File: src/sv/yrp_pkg.sv
package yrp_pkg;

  localparam int CoefVr       = 359;
  localparam int CoefUg       = 88;
  localparam int CoefVg       = 183;
  localparam int CoefUb       = 454;
  localparam int ChromaOffset = 128;
  localparam int MaxComponent = 255;
  localparam logic [7:0] AlphaByte = 8'hff;

  localparam int NumLanes     = 2;
  localparam int PixPerLane   = 2;
  localparam int NumPix       = NumLanes * PixPerLane;

  localparam int DeltaW = 17;
  localparam int SumW   = 19;

  localparam logic [1:0] CfgIdxAlpha  = 2'd0;
  localparam logic [1:0] CfgIdxMirror = 2'd1;

  localparam logic [2:0] WordsPacked = 3'd3;
  localparam logic [2:0] WordsAlpha  = 3'd4;

  typedef struct packed {
    logic [7:0] r;
    logic [7:0] g;
    logic [7:0] b;
  } rgb_t;

  typedef struct packed {
    logic alpha_out;
    logic mirror;
  } cfg_t;

  function automatic logic [7:0] scale_clamp(input logic signed [SumW-1:0] sum);
    logic [7:0] res;
    if (sum < 0) begin
      res = 8'd0;
    end else if (sum[SumW-2:16] != '0) begin
      res = MaxComponent[7:0];
    end else begin
      res = sum[15:8];
    end
    return res;
  endfunction

endpackage

File: src/sv/yrp_lane.sv
module yrp_lane
  import yrp_pkg::*;
(
  input  logic        clk,
  input  logic        en,
  input  logic [31:0] group_word,
  output rgb_t        pix_a,
  output rgb_t        pix_b
);

  logic signed [8:0]        u_s;
  logic signed [8:0]        v_s;
  logic [7:0]               ya_r, ya_nxt;
  logic [7:0]               yb_r, yb_nxt;
  logic signed [DeltaW-1:0] dr_r, dr_nxt;
  logic signed [DeltaW-1:0] dg_r, dg_nxt;
  logic signed [DeltaW-1:0] db_r, db_nxt;
  logic signed [SumW-1:0]   ya_s, yb_s, dr_s, dg_s, db_s;
  rgb_t                     pix_a_r, pix_a_nxt;
  rgb_t                     pix_b_r, pix_b_nxt;

  always_comb begin
    u_s    = $signed({1'b0, group_word[23:16]}) - 9'sd128;
    v_s    = $signed({1'b0, group_word[7:0]}) - 9'sd128;
    ya_nxt = group_word[31:24];
    yb_nxt = group_word[15:8];
    dr_nxt = DeltaW'(v_s * $signed(10'(CoefVr)));
    dg_nxt = DeltaW'(u_s * $signed(10'(CoefUg))) + DeltaW'(v_s * $signed(10'(CoefVg)));
    db_nxt = DeltaW'(u_s * $signed(10'(CoefUb)));
  end

  always_ff @(posedge clk) begin
    if (en) begin
      ya_r <= ya_nxt;
      yb_r <= yb_nxt;
      dr_r <= dr_nxt;
      dg_r <= dg_nxt;
      db_r <= db_nxt;
    end
  end

  always_comb begin
    ya_s = $signed({3'b000, ya_r, 8'h00});
    yb_s = $signed({3'b000, yb_r, 8'h00});
    dr_s = SumW'(dr_r);
    dg_s = SumW'(dg_r);
    db_s = SumW'(db_r);
    pix_a_nxt.r = scale_clamp(ya_s + dr_s);
    pix_a_nxt.g = scale_clamp(ya_s - dg_s);
    pix_a_nxt.b = scale_clamp(ya_s + db_s);
    pix_b_nxt.r = scale_clamp(yb_s + dr_s);
    pix_b_nxt.g = scale_clamp(yb_s - dg_s);
    pix_b_nxt.b = scale_clamp(yb_s + db_s);
  end

  always_ff @(posedge clk) begin
    if (en) begin
      pix_a_r <= pix_a_nxt;
      pix_b_r <= pix_b_nxt;
    end
  end

  assign pix_a = pix_a_r;
  assign pix_b = pix_b_r;

endmodule

File: src/sv/yrp_pack.sv
module yrp_pack
  import yrp_pkg::*;
(
  input  logic        clk,
  input  logic        en,
  input  cfg_t        cfg,
  input  rgb_t        pix [NumPix],
  output logic [31:0] word0,
  output logic [31:0] word1,
  output logic [31:0] word2,
  output logic [31:0] word3,
  output logic [2:0]  word_count
);

  rgb_t        ord [NumPix];
  logic [31:0] w0_r, w0_nxt;
  logic [31:0] w1_r, w1_nxt;
  logic [31:0] w2_r, w2_nxt;
  logic [31:0] w3_r, w3_nxt;
  logic [2:0]  cnt_r, cnt_nxt;

  always_comb begin
    for (int p = 0; p < NumPix; p++) begin
      ord[p] = cfg.mirror ? pix[NumPix-1-p] : pix[p];
    end
    if (cfg.alpha_out) begin
      w0_nxt  = {AlphaByte, ord[0]};
      w1_nxt  = {AlphaByte, ord[1]};
      w2_nxt  = {AlphaByte, ord[2]};
      w3_nxt  = {AlphaByte, ord[3]};
      cnt_nxt = WordsAlpha;
    end else begin
      w0_nxt  = {ord[0], ord[1].r};
      w1_nxt  = {ord[1].g, ord[1].b, ord[2].r, ord[2].g};
      w2_nxt  = {ord[2].b, ord[3]};
      w3_nxt  = 32'h0;
      cnt_nxt = WordsPacked;
    end
  end

  always_ff @(posedge clk) begin
    if (en) begin
      w0_r  <= w0_nxt;
      w1_r  <= w1_nxt;
      w2_r  <= w2_nxt;
      w3_r  <= w3_nxt;
      cnt_r <= cnt_nxt;
    end
  end

  assign word0      = w0_r;
  assign word1      = w1_r;
  assign word2      = w2_r;
  assign word3      = w3_r;
  assign word_count = cnt_r;

endmodule

File: src/sv/yuyv_group_to_rgb_packer_top.sv
// Stages from input transfer to result valid: chroma products, sum and
// clamp, packing; each stage is one register.
// Throughput: one four-pixel group per cycle while not stalled by out_ready;
// two lanes convert the two group words side by side, the pack stage merges them.
// Reset (rst_n, synchronous, active low) clears the stage valid bits and
// both configuration registers; payload registers are not reset.
module yuyv_group_to_rgb_packer_top
  import yrp_pkg::*;
(
  input  logic        clk,
  input  logic        rst_n,
  input  logic        cfg_we,
  input  logic [1:0]  cfg_index,
  input  logic        cfg_wdata,
  input  logic        in_valid,
  output logic        in_ready,
  input  logic [31:0] in_group_first,
  input  logic [31:0] in_group_second,
  output logic        out_valid,
  input  logic        out_ready,
  output logic [31:0] out_word0,
  output logic [31:0] out_word1,
  output logic [31:0] out_word2,
  output logic [31:0] out_word3,
  output logic [2:0]  out_word_count
);

  cfg_t cfg_r, cfg_nxt;
  logic v1_r, v1_nxt;
  logic v2_r, v2_nxt;
  logic v3_r, v3_nxt;
  logic adv;
  rgb_t pix [NumPix];

  assign adv      = !v3_r || out_ready;
  assign in_ready = adv;

  always_comb begin
    cfg_nxt = cfg_r;
    if (cfg_we) begin
      case (cfg_index)
        CfgIdxAlpha:  cfg_nxt.alpha_out = cfg_wdata;
        CfgIdxMirror: cfg_nxt.mirror    = cfg_wdata;
        default:      cfg_nxt = cfg_r;
      endcase
    end
    v1_nxt = adv ? in_valid : v1_r;
    v2_nxt = adv ? v1_r : v2_r;
    v3_nxt = adv ? v2_r : v3_r;
  end

  always_ff @(posedge clk) begin
    if (!rst_n) begin
      cfg_r <= '0;
      v1_r  <= 1'b0;
      v2_r  <= 1'b0;
      v3_r  <= 1'b0;
    end else begin
      cfg_r <= cfg_nxt;
      v1_r  <= v1_nxt;
      v2_r  <= v2_nxt;
      v3_r  <= v3_nxt;
    end
  end

  yrp_lane u_lane0 (
    .clk        (clk),
    .en         (adv),
    .group_word (in_group_first),
    .pix_a      (pix[0]),
    .pix_b      (pix[1])
  );

  yrp_lane u_lane1 (
    .clk        (clk),
    .en         (adv),
    .group_word (in_group_second),
    .pix_a      (pix[2]),
    .pix_b      (pix[3])
  );

  yrp_pack u_pack (
    .clk        (clk),
    .en         (adv),
    .cfg        (cfg_r),
    .pix        (pix),
    .word0      (out_word0),
    .word1      (out_word1),
    .word2      (out_word2),
    .word3      (out_word3),
    .word_count (out_word_count)
  );

  assign out_valid = v3_r;

  a_count_legal: assert property (@(posedge clk) disable iff (!rst_n)
    out_valid |-> (out_word_count == WordsPacked || out_word_count == WordsAlpha))
    else $error("bad word count");

  a_packed_zero: assert property (@(posedge clk) disable iff (!rst_n)
    (out_valid && out_word_count == WordsPacked) |-> (out_word3 == 32'h0))
    else $error("fourth word not zero in packed mode");

  a_alpha_byte: assert property (@(posedge clk) disable iff (!rst_n)
    (out_valid && out_word_count == WordsAlpha) |->
      (out_word0[31:24] == AlphaByte && out_word3[31:24] == AlphaByte))
    else $error("alpha byte missing");

  a_valid_source: assert property (@(posedge clk) disable iff (!rst_n)
    $rose(out_valid) |-> $past(v2_r))
    else $error("result valid without stage two item");

endmodule
File: config.mk
export PLATFORM = sky130hd
export DESIGN_NAME = yuyv_group_to_rgb_packer_top
export DESIGN_NICKNAME = d
export VERILOG_FILES = /design/src/sv/yrp_pkg.sv /design/src/sv/yrp_lane.sv /design/src/sv/yrp_pack.sv /design/src/sv/yuyv_group_to_rgb_packer_top.sv
export SDC_FILE = /design/constraint.sdc
export NUM_CORES = 1
export LEC_CHECK = 0
export ABC_AREA = 1
export BUFFER_PORTS_ARGS = -buffer_cell sky130_fd_sc_hd__buf_2
export CAP_MARGIN = 20
export CORE_ASPECT_RATIO = 1.1
export CORE_UTILIZATION = 30
export DETAILED_ROUTE_END_ITERATION = 10
export PLACE_DENSITY_LB_ADDON = 0.08
export RECOVER_POWER = 100
export SYNTH_ARGS = -nofsm -noshare
export SYNTH_HDL_FRONTEND = slang
export SYNTH_SLANG_ARGS = --single-unit
File: constraint.sdc
create_clock -name clk -period 7.6 [get_ports clk]
set_input_delay 0.38 -clock clk [delete_from_list [all_inputs] [get_ports clk]]
set_output_delay 0.38 -clock clk [all_outputs]
set_load 0.005 [all_outputs]
* After elaboration in Yosys (flattened, before gate mapping) *
Index checks and enable logic that the tools add are counted.

word-level totals
  bits of input ports = 72
  ROM bits = 0
  bits in writable memories = 0
  output and inout bits = 133
  flip-flop bits (word level) = 364
  logic and storage cells = 113
  bits in latches = 0
  memories kept = 0

cells by class
  add/subtract/negate cells = 18
  multiplexer cells = 21
  multiply operators = 8
  shifts and indexed selects = 0
  equal/unequal tests = 1
  divide/modulo/power cells = 0
  bitwise logic cells = 0
  reductions and logical operators = 17
  magnitude comparators = 12

operator list
  kind                   count
  $lt 18x1->1 const B    12
  $mux 24                7
  $add 17x17->18         8
  $mux 8                 12
  $sub 17x17->18         4
  $sub 8x8->9 const B    4
  $add 17x17->17         2
  $mul 9x10->17 const B  2
  $mul 9x9->17 const B   2
  $mul 9x9->16 const B   2
  $mux 32                1
  $mul 9x5->14 const B   2
  $reduce_bool 2->1      12
  $reduce_and 2->1       2
  $mux 3                 1
  $eq 2x1->1 const B     1
  $logic_not 2->1        1
  $logic_not 1->1        1
  $logic_or 1x1->1       1

* Logic depth before layout (Yosys ltp) *
Gate-level depths: netlist of the first run.

  depth after elaboration = 3
  depth in mapped cells = 25
  gate-level depth less buffers = 24

* Cells and area by module *
A second synthesis of the first run with hierarchy kept.

second synthesis, totals
  cell total of the unflattened synthesis = 3532
  area total of the unflattened synthesis = 29662.2 µm²

modules (own cells, without submodules)
  module                        seq. area each (µm²)  cells an instance  area each (µm²)  times used
  yrp_lane at u_lane0           2972.9                1382               11571.1          1
  yrp_lane at u_lane1           2972.9                1347               11464.7          1
  yrp_pack                      3663.5                775                6427.4           1
  yuyv_group_to_rgb_packer_top  100.1                 28                 198.9            1

* Worst setup path after synthesis of the first run *
Ideal clock, no wire load.

  path kind = input to register
  start point = input out_ready
  end point = register u_lane0.db_r[10], enable pin
  path slack = 0.264 ns
  required time = 6.927 ns
  buffers on the path = 0
  stages = 2
  setup time = 0.673 ns
  arrival = 6.662 ns
  cells stage by stage = nor2_1 > inv_1

on the way
  cells in the longest elaborated chain, start to end = 1

RTL lines
  element               RTL line                            source
  start, declared       yuyv_group_to_rgb_packer_top.sv:20  input logic out_ready,
  $logic_or 1x1->1      yuyv_group_to_rgb_packer_top.sv:35  assign adv = !v3_r || out_ready;
  net in_ready          yuyv_group_to_rgb_packer_top.sv:16  output logic in_ready,
  end signal, assigned  yrp_lane.sv:38                      db_r <= db_nxt;
  end, declared         yrp_lane.sv:17                      logic signed [DeltaW-1:0] db_r, db_nxt;

The timed path passes the listed nets, and every way through them passes these cells.
A chain may end at the register's enable or synchronous reset.

* Final worst setup path of the first run *
  start point = register v3_r, in the netlist out_valid
  end point = output in_ready

on the way
  cells in the longest elaborated chain, start to end = 2

RTL lines
  element                 RTL line                            source
  start, declared         yuyv_group_to_rgb_packer_top.sv:31  logic v3_r, v3_nxt;
  start signal, assigned  yuyv_group_to_rgb_packer_top.sv:62  v3_r <= v3_nxt;
  $logic_not 1->1         yuyv_group_to_rgb_packer_top.sv:35
  $logic_or 1x1->1        yuyv_group_to_rgb_packer_top.sv:35
  end, declared           yuyv_group_to_rgb_packer_top.sv:16

Every way passes these cells.

==> key figures, run 1 <==
Route
  • Detailed router's first-iteration violation count: 994
  • Top sig layer: met4
  • Avg Vias per Cell: 4.549
  • WL final: 83360 um
  • # DRC: 0
  • Met3 routed wirelength: 2525 um
  • Antenna-violating nets left: 0
  • Vias after detailed routing: 21.10k
  • Avg WL per Cell: 17.97 um
  • Detailed-routed wire length on met2: 40790 um
  • Pre-antenna DRT Iters: 7
  • Metal1 wirelength: 38550 um

Power and ir drop
  • Sequential Power Share: 28.4%
  • VDD IR max: 0.1885 mV
  • Clock network power share: 14.0%
  • PwrDens: 408.1 nW/um2
  • Logic pwr share: 57.6%
  • Pint: 7.071 mW
  • Total Power: 13.25 mW
  • Sw Pwr: 6.179 mW
  • Sw Ratio: 46.63%
  • Leak: 15.85 nW

Setup path
  • Crit path kind: register to primary output
  • Crit-path max cell delay: 2650 ps
  • CP Data Required Time: 7220 ps
  • Worst setup SP type: register
  • Setup crit end kind: primary output
  • CP cell instances: inv_1, nor2_1, clkinvlp_2, buf_12, buf_2
  • Crit-path slowest cell: clkinvlp_2
  • Arrival time worst endpoint: 5350 ps
  • CP Max Fanout: 115

Placement
  • DP HPWL: 70250 um
  • Port buffer count: 204
  • Gpl congestion: 0.8768
  • DP Cell Count: 4542

Cells and area
  • Share of the core filled with cells: 34.36%
  • Most common cell after layout, fill and taps aside: inv_1
  • Fraction of layout cells with a size suffix above 1: 6.185%
  • Most frequent cells in the layout: 614 x inv_1, 524 x nand2_1, 377 x ha_1
  • Area growth syn-to-layout: 13.00%
  • Diodes inserted: 0
  • Final nets: 3945
  • Final Non-Filler Cells: 4639

Die
  • Initial Utilization: 30.41%
  • Chip height: 326.6 um
  • Die area: 97020 um2
  • Die Span X: 297.1 um
  • Core area: 94490 um2
  • I/O pin total: 205
  • Placement Rows: 118

Timing
  • Endpoints failing setup: 0
  • Final period util: 75.42%
  • RSZ-0062 raised after global routing: false
  • Final hold violations: 0
  • Max-slew violations: 375
  • Clk_skew: 32.41 ps
  • Least-Margin Pin Slew: 3492 ps
  • Final TNS setup: 0 ps
  • Max Clk Rate: 174.5 MHz
  • Tmin final: 5732 ps
  • Hold slack: 68.66 ps
  • Relative slew slack: -134.1%

Logic synthesis
  • Ys flop type: edfxtp_1
  • Net Count, Synth: 3712
  • Post-synth EDFFs: 320
  • Yosys cell types: 46
  • Avg Inst Size Synth: 9.221 um2
  • Post-synth ARST share: 0%
  • Synth Register Bits: 325
  • Register area share after synthesis: 33.79%
  • Yosys Warn Count: 0
  • Gate count after technology mapping: 3116
  • Synthesized area: 28730 um2

Clocking
  • Insertion delay to the later sink of the worst-skew pair: 580 ps
  • CTS clk-pin slew, worst paths: 60 ps
  • CTS Buffer Depth: 3
  • Setup repair bufs after CTS: 0
  • CTS tree: yes
  • H-tree Lvls: 2
  • Sink Count: 325
  • Root Driver: clkbuf_16
  • TritonCTS Buffers: 39

Global route
  • Pin count of the biggest net entering global routing: 116
  • Vias in the first global route: 21.39k
  • GR Util All Layers: 16.98%
  • First-pass GRT wire length: 126200 um
  • Remaining Overflow, GRT: 0
  • Initial antenna violation count: 2

Status
  • Failing checks: max-capacitance violations, max-slew violations
  • Outcome: finished, violations left

Min path
  • Worst hold path type: primary input to register

Job
  • Maxcap violations: 6
[what timing repair did]
item                                   4_1_cts  5_1_grt
endpoints found under the hold margin       26        0
hold buffers                                26        0
gates resized for setup                      0        0
[power groups by stage]
stage               clock (mW)  combinational [mW]  sequential (mW)
global placement             0                7.78             3.81
detailed placement           0                7.77             3.81
global route              1.98                8.68             3.84
floorplan                    0                5.31             3.54
finish                    1.86                7.63             3.76
CTS                       1.93                7.84             3.78
[layout make-up]
cell class / instances / area [um2]
sequential: 325 / 9709
fill: 9823 / 62020
clock inverter: 26 / 266.5
multi-input combinational: 2130 / 16390
timing repair buffer: 235 / 1200
clock buffer: 45 / 998.5
tap: 1260 / 1577
inverter: 618 / 2325
[Yosys cell counts (all sizes together), types with 64 or more instances]
cell	n	share of area, %
inv	618	8.1
fa	147	10
ha	377	16
nand2	531	7.1
a21oi	202	3.6
nor2	176	2.5
nand3	185	3.4
mux2i	136	4.7
xor2	79	2.4
o21ai	93	1.7
xnor2	64	2.0
edfxtp	320	33
[worst paths after layout]
| check | from | end | slack (ps) | cells after the start |
|---|---|---|---|---|
| setup / recovery | out_valid$_SDFFE_PN0P_ | in_ready | 1870 | 5 |
| hold / removal | in_group_second[24] | u_lane1.ya_r[0]$_DFFE_PP_ | 70 | 1 |
| setup reg to reg | out_valid$_SDFFE_PN0P_ | u_lane0.pix_a[2]$_SDFFCE_PP0P_ | 2030 | 4 |
| hold reg to reg | v2_r$_SDFFE_PN0P_ | out_valid$_SDFFE_PN0P_ | 490 | 1 |
[worst max-delay path, delay by kind of cell (launching register included)]
kind          cells  cell delay, ps
simple gates      1             210
buf+inv           4            4020
flops             1             330
[registers in the layout, summed over array words and instances, names as in the netlist]
register and flops:
u_pack.word2 32, u_lane0.db_r 9, cfg_r 2, u_pack.word1 32, u_lane1.yb_r 8, v2_r 1, u_pack.word0 32, out_valid 1
u_pack.word_count 1, u_lane1.dr_r 9, u_lane1.pix_b 24, u_lane0.yb_r 8, u_lane0.pix_a 24, u_lane0.ya_r 8, u_lane0.dg_r 17, u_lane0.pix_b 24
u_lane1.pix_a 24, u_lane0.dr_r 9, u_lane1.db_r 9, u_lane1.dg_r 17, u_lane1.ya_r 8, u_pack.word3 25, v1_r 1
[stage by stage]
step | cell area (um2) | worst slack (ps)
5_1_grt | 32470 | 1425
3_5_place_dp | 31150 | 2469
2_1_floorplan | 28730 | 264.2
4_1_cts | 32670 | 3060
3_3_place_gp | 31150 | 2571
6_report | 32470 | 1868
[per-layer routing]
metal / vias up / GRT usage (%)
li1: 10713 / -
met1: 9974 / 22.12
met2: 349 / 30.07
met3: 65 / 1.869
met4: 0 / 3.754
met5: - / 0
[cells by family (layout without fill, tap and decap cells)]
kind of cell               count (synthesis)  after routing  share of synthesized area, %
muxes                                    136            136                         4.738
xor gates and xnor gates                 143            143                         4.359
adders and majority gates                524            524                         26.66
buffers and inverters                    661            924                         8.949
AOI/OAI and AO/OA                        350            350                         6.645
and+or+nand+nor                          977            977                         14.86
DFF                                      325            325                         33.79
No activity file was read; power rests on OpenSTA's default activity.
==> inputs of run 2 (changes only) <==
Clock period 7.6 ns to 6 ns, I/O delays scaled along.
==> key figures, run 2 (synthesized netlist as in run 1, its figures left out) <==
Status
  • Outcome: finished, violations left
  • Failing checks: max-capacitance violations, max-slew violations

Clocking
  • CTS Buffer Depth: 3
  • CTS clk-pin slew, worst paths: 60 ps
  • Sink Count: 325
  • Setup repair bufs after CTS: 0
  • Insertion delay to the later sink of the worst-skew pair: 590 ps
  • Post-CTS Resized: 0
  • Root Driver: clkbuf_16
  • TritonCTS Buffers: 40
  • CTS Hold Bufs: 40
  • CTS tree: yes
  • H-tree Lvls: 2

Die
  • Chip height: 326.6 um
  • Core area: 94490 um2
  • Initial Utilization: 30.41%
  • I/O pin total: 205
  • Placement Rows: 118
  • Die Span X: 297.1 um
  • Die area: 97020 um2

Timing
  • Endpoints failing setup: 0
  • Final hold violations: 0
  • Final WS setup: 1252 ps
  • Final period util: 79.13%
  • Tmin final: 4748 ps
  • Max-slew violations: 412
  • Max Clk Rate: 210.6 MHz
  • Clk_skew: 36.72 ps
  • Relative slew slack: -88.51%
  • Final TNS setup: 0 ps
  • Least-Margin Pin Slew: 2828 ps
  • RSZ-0062 raised after global routing: false

Cells and area
  • Filler cells: 9823
  • Most frequent cells in the layout: 614 x inv_1, 523 x nand2_1, 377 x ha_1
  • Fraction of layout cells with a size suffix above 1: 6.154%
  • Final nets: 3961
  • Area growth syn-to-layout: 13.81%
  • Final Non-Filler Cells: 4656
  • Post-route cell area: 32700 um2
  • Diodes inserted: 0
  • Most common cell after layout, fill and taps aside: inv_1

Setup path
  • Crit path kind: primary input to register
  • Setup crit end kind: register
  • CP Data Required Time: 6350 ps
  • CP Max Fanout: 11
  • Worst setup SP type: primary input
  • Arrival time worst endpoint: 5090 ps

Global route
  • First-pass GRT wire length: 126700 um
  • GR Util All Layers: 17.06%
  • Vias in the first global route: 21.32k
  • Initial antenna violation count: 4
  • Pin count of the biggest net entering global routing: 104
  • Remaining Overflow, GRT: 0

Min path
  • Worst hold path type: primary input to register

Placement
  • Pre-CTS WS: 1025 ps
  • Gpl congestion: 0.8882
  • DP HPWL: 70700 um
  • Port buffer count: 204
  • DP Cell Count: 4543
  • Placed inst area: 31180 um2

Route
  • # DRC: 0
  • Avg WL per Cell: 18.03 um
  • Avg Vias per Cell: 4.548
  • WL final: 83930 um
  • Vias after detailed routing: 21.17k
  • Detailed router's first-iteration violation count: 1114
  • Pre-antenna DRT Iters: 5
  • Antenna-violating nets left: 0

Job
  • Maxcap violations: 7

Power and ir drop
  • Leak: 15.95 nW
  • VDD IR max: 0.2316 mV
  • PwrDens: 518.1 nW/um2
## run 2: path summary, 6_finish.rpt
kind,cells past startpoint,from,slack (ps),to
worst max-delay path,18,in_group_first[7],1250,u_lane0.dg_r[14]$_DFFE_PP_
worst min-delay path,3,out_ready,60,out_valid$_SDFFE_PN0P_
worst max register to register,3,cfg_r[0]$_SDFFE_PN0P_,1340,u_pack.word1[13]$_DFFE_PP_
worst min register to register,1,v2_r$_SDFFE_PN0P_,470,out_valid$_SDFFE_PN0P_
## run 2: power breakdown
part / switching, mW / internal, mW
Clock: 1.02 / 1.46
Combinational: 6.15 / 3.55
Sequential: 0.689 / 4.07
## run 2: area by class of cell
type                       instances  area, um2  share of cell area, %
multi-input combinational       2130      16410                  50.18
sequential                       325       9709                  29.69
inverter                         618       2327                  7.117
tap                             1260       1577                  4.821
timing repair buffer             250       1334                  4.079
clock buffer                      46       1023                  3.130
clock inverter                    27      322.8                 0.9871
## run 2: worst max-delay path, cell delays in order
cell	delay, ps
clkbuf_1	500
inv_1	370
ha_1	430
xor2_1	190
fa_1	540
inv_1	50
fa_1	460
fa_1	520
fa_1	550
inv_1	40
ha_1	390
nand2_1	80
nor2_1	150
a21oi_1	120
o21ai_0	230
nand2_1	80
inv_1	60
nor2_1	40
## run 2: per-stage QoR
stage,total power [mW],hold WS [ps],util (%)
2_1_floorplan,11.21,398.9,-
3_3_place_gp,14.67,452.9,33.00
3_5_place_dp,14.67,466.3,33.00
4_1_cts,17.28,39.99,34.84
5_1_grt,18.52,70.28,34.61
6_report,16.94,63.37,34.61
## run 2: per-layer routing
layer / GRT usage [%] / wire, um / up-vias
li1: - / - / 10738
met2: 30.22 / 41100 / 372
met3: 1.882 / 2505 / 88
met1: 22.16 / 38590 / 9976
met4: 4.000 / 1729 / 0
met5: 0 / 0 / -
==> inputs of run 3 (changes only) <==
Clock period 6 ns to 4.8 ns, I/O delays scaled along.
==> key figures, run 3 (synthesized netlist as in run 1, its figures left out) <==
Setup path
  • CP Max Fanout: 11
  • Crit-path slowest cell: fa_1
  • Setup crit end kind: register
  • Crit-path max cell delay: 590 ps
  • FF-to-FF setup slack: 710 ps
  • Crit path kind: primary input to register
  • Worst reg-to-reg path cell count: 5
  • R2r endpoint: u_lane1.ya_r[1]$_DFFE_PP_
  • Worst setup SP type: primary input
  • Worst path most repeated cell: ha_1
  • CP Data Required Time: 5120 ps
  • CP cell instances: clkbuf_1, inv_1, fa_1, inv_1, ha_1, ha_1, ha_1, fa_1, ha_1, inv_1, fa_1, o21ai_0, a21oi_1, o21bai_1, xor2_1
  • Arrival time worst endpoint: 4490 ps
  • Crit Reg-Reg Startpoint: out_valid$_SDFFE_PN0P_

Cells and area
  • Most frequent cells in the layout: 613 x inv_1, 525 x nand2_1, 377 x ha_1
  • Diodes inserted: 0
  • Area growth syn-to-layout: 13.74%
  • Share of the core filled with cells: 34.59%
  • Final Non-Filler Cells: 4670
  • Fraction of layout cells with a size suffix above 1: 6.452%
  • Post-route cell area: 32680 um2
  • Final nets: 3977
  • Filler cells: 9882
  • Most common cell after layout, fill and taps aside: inv_1

Min path
  • Worst Hold End: u_lane1.dg_r[3]$_DFFE_PP_
  • Hold Crit Start: in_group_second[16]
  • WHS Path Cells: 2
  • Worst hold path type: primary input to register

Route
  • Avg WL per Cell: 17.80 um
  • Detailed router's first-iteration violation count: 1026
  • Detailed-routed wire length on met2: 39900 um
  • WL final: 83110 um
  • Metal1 wirelength: 39340 um
  • Antenna-violating nets left: 0
  • Vias after detailed routing: 21.24k
  • # DRC: 0
  • Pre-antenna DRT Iters: 5
  • Avg Vias per Cell: 4.549
  • Met3 routed wirelength: 2306 um
  • Top sig layer: met4

Global route
  • Remaining Overflow, GRT: 0
  • First-pass GRT wire length: 126500 um
  • Initial antenna violation count: 4
  • Pin count of the biggest net entering global routing: 109
  • Vias in the first global route: 21.31k
  • GR Util All Layers: 16.97%

Placement
  • DP Cell Count: 4560
  • Port buffer count: 204
  • DP HPWL: 70130 um
  • Pre-CTS WS: 165.4 ps
  • Placed inst area: 31300 um2
  • Gpl congestion: 0.8794

Die
  • Initial Utilization: 30.41%
  • I/O pin total: 205
  • Core area: 94490 um2
  • Die Span X: 297.1 um
  • Placement Rows: 118
  • Chip height: 326.6 um
  • Die area: 97020 um2

Clocking
  • TritonCTS Buffers: 38
  • H-tree Lvls: 2
  • Root Driver: clkbuf_16
  • CTS Hold Bufs: 41
  • CTS Buffer Depth: 3
  • Setup repair bufs after CTS: 0
  • Post-CTS Resized: 0
  • Sink Count: 325
  • Insertion delay to the later sink of the worst-skew pair: 580 ps
  • CTS tree: yes
  • CTS clk-pin slew, worst paths: 50 ps

Power and ir drop
  • Leak: 15.97 nW
  • VDD IR max: 0.2992 mV
  • PwrDens: 637.8 nW/um2

Timing
  • Clk_skew: 15.30 ps
  • Final TNS setup: 0 ps
  • Tmin final: 4170 ps
  • Final hold violations: 0
  • Endpoints failing setup: 0
  • Max-slew violations: 225
  • Max Clk Rate: 239.8 MHz
  • Relative slew slack: -87.86%
  • Final period util: 86.86%
  • Least-Margin Pin Slew: 2818 ps
  • Final WS setup: 630.5 ps
  • RSZ-0062 raised after global routing: false

Status
  • Outcome: finished, violations left
  • Failing checks: max-capacitance violations, max-slew violations

Job
  • Maxcap violations: 4
run 3: routing by layer:
layer  global-route usage [%]  vias to the layer above
li1                         -                    10784
met1                    22.73                    10003
met2                    29.38                      380
met5                        0                        -
met3                    1.756                       75
met4                    3.754                        0
run 3: final cells by class:
| class | instances | area, um2 | area share [%] |
|---|---|---|---|
| inverters | 618 | 2331 | 7.132 |
| clock buffers | 44 | 973.4 | 2.979 |
| clock inverters | 25 | 220.2 | 0.6738 |
| multi-input cells | 2130 | 16400 | 50.18 |
| flip-flops and latches | 325 | 9714 | 29.72 |
| repair buffers | 268 | 1466 | 4.487 |
| well taps | 1260 | 1577 | 4.824 |
run 3: worst max-delay path by stage:
stage | from | endpoint | slack [ps] | cells after the start
after floorplan | out_valid$_SDFFE_PN0P_ | u_lane0.db_r[10]$_DFFE_PP_ | -920 | 3
after global placement | in_group_first[6] | u_lane0.dg_r[14]$_DFFE_PP_ | 180 | 18
after detailed placement | in_group_first[6] | u_lane0.dg_r[14]$_DFFE_PP_ | 170 | 18
after CTS | in_group_first[6] | u_lane0.dg_r[14]$_DFFE_PP_ | 810 | 18
after global routing | out_valid$_SDFFE_PN0P_ | u_lane1.yb_r[6]$_DFFE_PP_ | 320 | 5
final | in_group_second[2] | u_lane1.dg_r[14]$_DFFE_PP_ | 630 | 15
run 3: power by group:
| group | total (mW) | internal [mW] | switching (mW) |
|---|---|---|---|
| registers | 5.97 | 5.09 | 0.877 |
| clock network | 2.82 | 1.58 | 1.24 |
| logic | 12.1 | 4.41 | 7.64 |
| total | 20.8 | 11.1 | 9.75 |
run 3: critical path, delay by kind of cell:
family / cells / cell delay [ps]
fa+ha+maj: 7 / 2640
compound gates: 3 / 740
buf+inv: 4 / 770
xor+xnor: 1 / 80
run 3: per-stage QoR:
stage / hold slack, ps / power, mW
floorplan: 338.9 / 14.02
global placement: 418.0 / 18.34
detailed placement: 418.1 / 18.29
CTS: 28.46 / 21.28
global route: 101.7 / 22.81
finish: 91.68 / 20.85
